==> config.mk <==
export PLATFORM = sky130hd
export DESIGN_NAME = xmodem_crc_block_sender
export DESIGN_NICKNAME = d
export VERILOG_FILES = /design/src/design/xcbs_pkg.sv /design/src/design/xcbs_front.sv /design/src/design/xcbs_fifo.sv /design/src/design/xcbs_back.sv /design/src/design/xmodem_crc_block_sender.sv
export SDC_FILE = /design/constraint.sdc
export NUM_CORES = 1
export LEC_CHECK = 0
export ABC_AREA = 1
export BUFFER_PORTS_ARGS = -buffer_cell sky130_fd_sc_hd__buf_2
export CAP_MARGIN = 10
export CORE_ASPECT_RATIO = 1.5
export CORE_MARGIN = 1.5
export CORE_UTILIZATION = 39
export DETAILED_ROUTE_END_ITERATION = 10
export PLACE_DENSITY = 0.55
export SYNTH_ARGS = -nofsm -noshare
export SYNTH_HDL_FRONTEND = slang
export SYNTH_SLANG_ARGS = --single-unit
==> constraint.sdc <==
create_clock -name clk_i -period 4.3 [get_ports clk_i]
set_input_delay 0.43 -clock clk_i [delete_from_list [all_inputs] [get_ports clk_i]]
set_output_delay 0.43 -clock clk_i [all_outputs]
set_load 0.005 [all_outputs]
==> src/design/xcbs_pkg.sv <==
package xcbs_pkg;

  localparam int unsigned BlockBytes = 128;
  localparam logic [7:0]  BlockCnt   = 8'(BlockBytes);
  localparam logic [15:0] CrcPoly    = 16'h1021;

  localparam logic [7:0] SohByte = 8'h01;
  localparam logic [7:0] AckByte = 8'h06;
  localparam logic [7:0] EotByte = 8'h04;
  localparam logic [7:0] PadByte = 8'hFF;

  // request queue between front and back
  localparam int unsigned QueueDepth = 2;
  localparam int unsigned PtrW       = (QueueDepth > 1) ? $clog2(QueueDepth) : 1;
  localparam int unsigned CntW       = $clog2(QueueDepth + 1);

  typedef enum logic [1:0] {
    REQ_DATA   = 2'd0,
    REQ_PAD    = 2'd1,
    REQ_FINISH = 2'd2,
    REQ_REPLY  = 2'd3
  } req_type_e;

  typedef enum logic [2:0] {
    ST_OK        = 3'd0,
    ST_DONE      = 3'd1,
    ST_BAD_REPLY = 3'd2,
    ST_BUSY      = 3'd3,
    ST_FIN_MID   = 3'd4
  } status_e;

  // one request's worth of output bytes
  typedef struct packed {
    logic [3:0][7:0] bytes;
    logic [1:0]      last_idx;
    logic            tx_valid;
    status_e         status;
    logic [7:0]      bytes_in_block;
  } job_t;

  // crc-16, poly 0x1021, msb first, one data byte
  function automatic logic [15:0] crc_byte(input logic [15:0] crc, input logic [7:0] b);
    logic [15:0] c;
    c = crc ^ {b, 8'h00};
    for (int k = 0; k < 8; k++) begin
      c = c[15] ? ({c[14:0], 1'b0} ^ CrcPoly) : {c[14:0], 1'b0};
    end
    return c;
  endfunction

endpackage

==> src/design/xcbs_front.sv <==
module xcbs_front (
  input  logic              clk_i,
  input  logic              rst_ni,
  input  logic              in_valid_i,
  output logic              in_stall_o,
  input  logic [1:0]        req_type_i,
  input  logic [7:0]        data_byte_i,
  input  logic              q_full_i,
  output logic              q_push_o,
  output xcbs_pkg::job_t    q_job_o
);

  typedef enum logic [6:0] {
    PH_SEND   = 7'b0000001,
    PH_WACK   = 7'b0000010,
    PH_WFIN   = 7'b0000100,
    PH_DONE   = 7'b0001000,
    PH_EREPLY = 7'b0010000,
    PH_EBUSY  = 7'b0100000,
    PH_EFIN   = 7'b1000000
  } phase_e;

  phase_e      phase_q, phase_d;
  logic [7:0]  bc_q, bc_d;
  logic [15:0] crc_q, crc_d;
  logic [7:0]  bn_q, bn_d;

  xcbs_pkg::req_type_e req;
  xcbs_pkg::job_t      job;
  logic [7:0]          data_b;
  logic [15:0]         crc_next;
  logic [7:0]          bc_inc;
  logic                accept;

  assign req        = xcbs_pkg::req_type_e'(req_type_i);
  assign accept     = in_valid_i && !q_full_i;
  assign in_stall_o = q_full_i;
  assign q_push_o   = accept;
  assign q_job_o    = job;

  assign data_b   = (req == xcbs_pkg::REQ_PAD) ? xcbs_pkg::PadByte : data_byte_i;
  assign crc_next = xcbs_pkg::crc_byte(crc_q, data_b);
  assign bc_inc   = bc_q + 8'd1;

  always_comb begin
    phase_d      = phase_q;
    bc_d         = bc_q;
    crc_d        = crc_q;
    bn_d         = bn_q;
    job          = '0;
    job.status   = xcbs_pkg::ST_OK;
    unique case (phase_q)
      PH_SEND: begin
        if (req == xcbs_pkg::REQ_DATA || req == xcbs_pkg::REQ_PAD) begin
          job.tx_valid = 1'b1;
          crc_d        = crc_next;
          bc_d         = bc_inc;
          if (bc_q == 8'd0) begin
            // block header ahead of the first data byte
            job.bytes    = {data_b, ~bn_q, bn_q, xcbs_pkg::SohByte};
            job.last_idx = 2'd3;
          end else if (bc_inc == xcbs_pkg::BlockCnt) begin
            job.bytes    = {8'h00, crc_next[7:0], crc_next[15:8], data_b};
            job.last_idx = 2'd2;
            phase_d      = PH_WACK;
          end else begin
            job.bytes[0] = data_b;
          end
        end else if (req == xcbs_pkg::REQ_FINISH) begin
          if (bc_q == 8'd0) begin
            job.tx_valid = 1'b1;
            job.bytes[0] = xcbs_pkg::EotByte;
            phase_d      = PH_WFIN;
          end else begin
            job.status = xcbs_pkg::ST_FIN_MID;
            phase_d    = PH_EFIN;
          end
        end
      end
      PH_WACK: begin
        if (req == xcbs_pkg::REQ_REPLY) begin
          if (data_byte_i == xcbs_pkg::AckByte) begin
            bn_d    = bn_q + 8'd1;
            bc_d    = 8'd0;
            crc_d   = 16'd0;
            phase_d = PH_SEND;
          end else begin
            job.status = xcbs_pkg::ST_BAD_REPLY;
            phase_d    = PH_EREPLY;
          end
        end else begin
          job.status = xcbs_pkg::ST_BUSY;
          phase_d    = PH_EBUSY;
        end
      end
      PH_WFIN: begin
        if (req == xcbs_pkg::REQ_REPLY) begin
          if (data_byte_i == xcbs_pkg::AckByte) begin
            job.status = xcbs_pkg::ST_DONE;
            phase_d    = PH_DONE;
          end else begin
            job.status = xcbs_pkg::ST_BAD_REPLY;
            phase_d    = PH_EREPLY;
          end
        end else begin
          job.status = xcbs_pkg::ST_BUSY;
          phase_d    = PH_EBUSY;
        end
      end
      PH_DONE:   job.status = xcbs_pkg::ST_DONE;
      PH_EREPLY: job.status = xcbs_pkg::ST_BAD_REPLY;
      PH_EBUSY:  job.status = xcbs_pkg::ST_BUSY;
      PH_EFIN:   job.status = xcbs_pkg::ST_FIN_MID;
      default:   job.status = xcbs_pkg::ST_FIN_MID;
    endcase
    job.bytes_in_block = bc_d;
  end

  always_ff @(posedge clk_i or negedge rst_ni) begin
    if (!rst_ni) begin
      phase_q <= PH_SEND;
      bc_q    <= 8'd0;
      crc_q   <= 16'd0;
      bn_q    <= 8'd1;
    end else if (accept) begin
      phase_q <= phase_d;
      bc_q    <= bc_d;
      crc_q   <= crc_d;
      bn_q    <= bn_d;
    end
  end

endmodule

==> src/design/xcbs_fifo.sv <==
module xcbs_fifo (
  input  logic           clk_i,
  input  logic           rst_ni,
  input  logic           push_i,
  input  xcbs_pkg::job_t push_job_i,
  output logic           full_o,
  input  logic           pop_i,
  output logic           valid_o,
  output xcbs_pkg::job_t pop_job_o
);

  localparam int unsigned PtrW = xcbs_pkg::PtrW;
  localparam int unsigned CntW = xcbs_pkg::CntW;

  xcbs_pkg::job_t mem_q [xcbs_pkg::QueueDepth];
  logic [PtrW-1:0] wr_ptr_q, wr_ptr_d, rd_ptr_q, rd_ptr_d;
  logic [CntW-1:0] cnt_q, cnt_d;

  assign full_o    = (cnt_q == CntW'(xcbs_pkg::QueueDepth));
  assign valid_o   = (cnt_q != '0);
  assign pop_job_o = mem_q[rd_ptr_q];

  always_comb begin
    wr_ptr_d = wr_ptr_q;
    rd_ptr_d = rd_ptr_q;
    cnt_d    = cnt_q;
    if (push_i) begin
      wr_ptr_d = (wr_ptr_q == PtrW'(xcbs_pkg::QueueDepth - 1)) ? '0 : wr_ptr_q + 1'b1;
    end
    if (pop_i) begin
      rd_ptr_d = (rd_ptr_q == PtrW'(xcbs_pkg::QueueDepth - 1)) ? '0 : rd_ptr_q + 1'b1;
    end
    if (push_i && !pop_i) begin
      cnt_d = cnt_q + 1'b1;
    end else if (pop_i && !push_i) begin
      cnt_d = cnt_q - 1'b1;
    end
  end

  always_ff @(posedge clk_i or negedge rst_ni) begin
    if (!rst_ni) begin
      wr_ptr_q <= '0;
      rd_ptr_q <= '0;
      cnt_q    <= '0;
    end else begin
      wr_ptr_q <= wr_ptr_d;
      rd_ptr_q <= rd_ptr_d;
      cnt_q    <= cnt_d;
    end
  end

  always_ff @(posedge clk_i) begin
    if (push_i) begin
      mem_q[wr_ptr_q] <= push_job_i;
    end
  end

endmodule

==> src/design/xcbs_back.sv <==
module xcbs_back (
  input  logic           clk_i,
  input  logic           rst_ni,
  input  logic           q_valid_i,
  input  xcbs_pkg::job_t q_job_i,
  output logic           q_pop_o,
  output logic           out_valid_o,
  input  logic           out_stall_i,
  output logic [7:0]     tx_byte_o,
  output logic           tx_valid_o,
  output logic           last_o,
  output logic [2:0]     status_o,
  output logic [7:0]     bytes_in_block_o
);

  xcbs_pkg::job_t cur_q;
  logic [1:0]     idx_q;
  logic           busy_q;
  logic           out_acc;
  logic           is_last;
  logic           load;

  assign is_last = (idx_q == cur_q.last_idx);
  assign out_acc = busy_q && !out_stall_i;
  assign load    = q_valid_i && (!busy_q || (out_acc && is_last));
  assign q_pop_o = load;

  assign out_valid_o      = busy_q;
  assign tx_byte_o        = cur_q.bytes[idx_q];
  assign tx_valid_o       = cur_q.tx_valid;
  assign last_o           = is_last;
  assign status_o         = cur_q.status;
  assign bytes_in_block_o = cur_q.bytes_in_block;

  always_ff @(posedge clk_i or negedge rst_ni) begin
    if (!rst_ni) begin
      busy_q <= 1'b0;
      idx_q  <= 2'd0;
    end else if (load) begin
      busy_q <= 1'b1;
      idx_q  <= 2'd0;
    end else if (out_acc) begin
      if (is_last) begin
        busy_q <= 1'b0;
      end else begin
        idx_q <= idx_q + 2'd1;
      end
    end
  end

  always_ff @(posedge clk_i) begin
    if (load) begin
      cur_q <= q_job_i;
    end
  end

endmodule

==> src/design/xmodem_crc_block_sender.sv <==
// a request's job is registered in the queue and then in the back before it is output
// throughput: one result per cycle while out_stall_i is low; a request has 1 to 4
//   results (4 at a block start), handed out by the single output serializer
// a 2-entry queue lets new requests in while earlier results wait on stall
// reset: async active low; block number 1, empty block, crc 0, queue empty
module xmodem_crc_block_sender (
  input  logic       clk_i,
  input  logic       rst_ni,
  input  logic       in_valid_i,
  output logic       in_stall_o,
  input  logic [1:0] req_type_i,
  input  logic [7:0] data_byte_i,
  output logic       out_valid_o,
  input  logic       out_stall_i,
  output logic [7:0] tx_byte_o,
  output logic       tx_valid_o,
  output logic       last_o,
  output logic [2:0] status_o,
  output logic [7:0] bytes_in_block_o
);

  // front to queue
  xcbs_pkg::job_t push_job;
  logic           push;
  logic           q_full;

  // queue to back
  xcbs_pkg::job_t pop_job;
  logic           pop;
  logic           q_valid;

  // front: protocol state, block framing and crc, one request per cycle while the queue is not full;
  // each request becomes a job of up to four output bytes plus status
  xcbs_front u_front (
    .clk_i       (clk_i),
    .rst_ni      (rst_ni),
    .in_valid_i  (in_valid_i),
    .in_stall_o  (in_stall_o),
    .req_type_i  (req_type_i),
    .data_byte_i (data_byte_i),
    .q_full_i    (q_full),
    .q_push_o    (push),
    .q_job_o     (push_job)
  );

  // short job queue decoupling the front from output back-pressure
  xcbs_fifo u_fifo (
    .clk_i      (clk_i),
    .rst_ni     (rst_ni),
    .push_i     (push),
    .push_job_i (push_job),
    .full_o     (q_full),
    .pop_i      (pop),
    .valid_o    (q_valid),
    .pop_job_o  (pop_job)
  );

  // back: holds the current job and hands out its bytes one per cycle unless out_stall_i is high;
  // the next job is loaded in the same cycle the last byte is taken
  xcbs_back u_back (
    .clk_i            (clk_i),
    .rst_ni           (rst_ni),
    .q_valid_i        (q_valid),
    .q_job_i          (pop_job),
    .q_pop_o          (pop),
    .out_valid_o      (out_valid_o),
    .out_stall_i      (out_stall_i),
    .tx_byte_o        (tx_byte_o),
    .tx_valid_o       (tx_valid_o),
    .last_o           (last_o),
    .status_o         (status_o),
    .bytes_in_block_o (bytes_in_block_o)
  );

endmodule

==> run metrics <==
commonest non-fill, non-tap cell in the layout nand2_1; crit start category flop; Post-DP HPWL 13500 um; synthesis warning total 0; CTS H-tree depth 4; clock root cell clkbuf_16; global-route wire length before repair 29500 um; clk_skew 0.00835 ns; worst slew pin tran 0.775 ns; Die Area 22900 um2; buffer depth of the longest clock path 2; Pleak 0.00420 uW; PD cells 568 nW/um2; RSZ-0062 raised after global routing false; final-report hold violation count 0; post-cts sizing count 0; fmax 395 MHz; Pins Over Slew Limit 0; n_diodes 0; post-detailed-route count of antenna-violating nets 0; CP arrival 2.10 ns; # Post-CTS Setup Buffers 0; Post-synth top flop edfxtp_1; reg2reg path depth 6; routed vias 5856; PortBufs 36; drt first pass iters 4; TritonCTS buffer count 17; IO Count 37; hold crit path type in2async; fin crit share 58.9%; Core Area 21600 um2; mapped cell area 8590 um2; routability cong. 0.881; vias in the first global route 5573; Peak supply drop 280 uV; Initial Utilization 39.7%; most frequent cells in the layout nand2_1, edfxtp_1, inv_1; initial antenna violation count 0; syn_area_per_cell 9.45 um2; minimum clock period 2.53 ns; Critical Path Fanout Max 20; post-synthesis async set-or-reset flop share 25.0%; WP data required 3.87 ns; DP Area 8960 um2; DRT iter0 DRCs 345; RR Endpoint u_back.cur_q[27]$_DFFE_PP_; sequential-to-total area share from yosys stat 61.7%; Syn Inst Count 909; Critical path origin u_back.idx_q[0]$_DFFE_PN0P_; worst reg-to-reg setup slack 1.83 ns; Std-Cell Rows 66; share of post-route cells with drive strength above 1 12.6%; nets 956; Area Overhead vs Synth 11.2%; CTS tree done; drt total wl 18500 um; CP Capture Point tx_byte_o[5]; Mapped Nets 928; Worst setup EP type output port; Post-synth EDFFs 138; status complete, no violations; post-synthesis register bit count 184; Hold Slack 0.0997 ns; clock-pin slew on the worst setup and hold paths 0.07 ns; Finished Cell Area 9550 um2; Die Span Y 185 um; WL/cell 15.1 um; drt drc 0; FF-to-FF Start u_back.idx_q[0]$_DFFE_PN0P_; Congestion Overflow GR 0; Netlist cell types 37; max cap viols 0; slew margin rel. 48.2%; pin count of the biggest net entering global routing 48; clk_lat worst skew 0.43 ns; TritonCTS Sinks 184; # setup viols final 0; DIE WIDTH 124 um; Via density 4.79; GRT Total Usage 17.3%; Total Neg Setup Slack 0 ns; Crit Path Class reg2out; # hold bufs at CTS 0
[through the flow]
step                worst slack (ns)  std cells  power, uW  utilization, %
floorplan                       1.13        909       3550               -
global placement                1.81       1190       3970            41.4
detailed placement              1.82       1190       3980            41.4
CTS                             1.74       1222       5500            44.1
global route                    1.56       1222       5760            44.1
finish                          1.77       1222       5420            44.1
[report_power, final]
group	total (uW)	internal, uW	switching (uW)
sequential	2670	2520	149
combinational	1220	370	854
clock	1530	853	674
[cell families after synthesis]
logic type / share of synthesized area (%)
AO/OA/AOI/OAI: 4.55
XOR/XNOR: 1.43
adder cells (fa/ha/maj): 0.729
buffers and inverters: 6.08
flip-flops: 61.7
AND/OR/NAND/NOR: 25.5
[flip-flops by register name, indices dropped and copies added (netlist names)]
register	count
u_fifo.rd_ptr_q	1
u_back.status_o	3
u_fifo.cnt_q	2
u_front.crc_q	16
u_front.bc_q	8
u_back.tx_valid_o	1
u_back.idx_q	2
u_front.phase_q	7
u_fifo.wr_ptr_q	1
u_fifo.mem_q	92
u_back.bytes_in_block_o	8
u_back.out_valid_o	1
u_front.bn_q	8
u_back.cur_q	34
[synth_stat cells, types with 2 or more instances]
master	instances	area, um2
edfxtp_1	138	4140
buf_1	2	7.51
nand2_1	354	1330
a21oi_1	12	60.1
buf_4	12	90.1
nor3_1	3	15.0
o21ai_0	35	175
inv_2	2	7.51
ha_1	5	62.6
nand3_2	2	20.0
nand2_4	7	78.8
a21boi_0	2	15.0
xnor2_1	3	26.3
buf_2	4	20.0
o21ai_2	6	52.6
clkinv_1	2	7.51
nor2_4	2	22.5
nand4_1	15	93.8
o22ai_1	12	75.1
xor2_1	11	96.3
clkbuf_1	13	48.8
nor2_2	3	18.8
nand3_1	35	175
buf_6	2	22.5
nand3b_1	2	15.0
dfrtp_1	44	1100
dfstp_2	2	52.6
nor2_1	78	293
inv_1	78	293
nand2_2	16	100
[layer usage]
metal	part of all wire [%]	global-route usage [%]	vias to the layer above	wire [um]
met5	0	0	-	0
met4	3.2	8.23	0	592
met3	2.7	3.03	30	500
met2	50	29.1	99	9280
met1	44	21.3	2734	8140
li1	-	-	2993	-
[worst min-delay path by stage]
stage	depth (start not counted)	end	slack, ns	startpoint
2_1_floorplan	0	u_back.idx_q[0]$_DFFE_PN0P_	0.13	rst_ni
3_3_place_gp	2	u_front.bn_q[6]$_DFFE_PN0P_	0.47	u_front.bn_q[6]$_DFFE_PN0P_
3_5_place_dp	2	u_front.phase_q[3]$_DFFE_PN0P_	0.48	u_front.phase_q[3]$_DFFE_PN0P_
4_1_cts	2	u_front.bc_q[3]$_DFFE_PN0P_	0.11	rst_ni
5_1_grt	2	u_front.bc_q[0]$_DFFE_PN0P_	0.15	rst_ni
6_report	2	u_front.bc_q[2]$_DFFE_PN0P_	0.1	rst_ni
[final cells by class]
cell class                 instances  area, um2
fill                            2038      12100
sequential                       184       5300
multi-input combinational        608       2780
clock buffer                      20        467
tap                              272        340
inverter                          83        313
timing repair buffer              43        233
clock inverter                    12        114
[critical path, stage by stage (launching register included)]
cell	delay, ns
dfrtp_1	0.75
inv_1	0.40
o21ai_0	0.27
o22ai_1	0.11
buf_2	0.14
No activity file was read; power rests on OpenSTA's default activity.
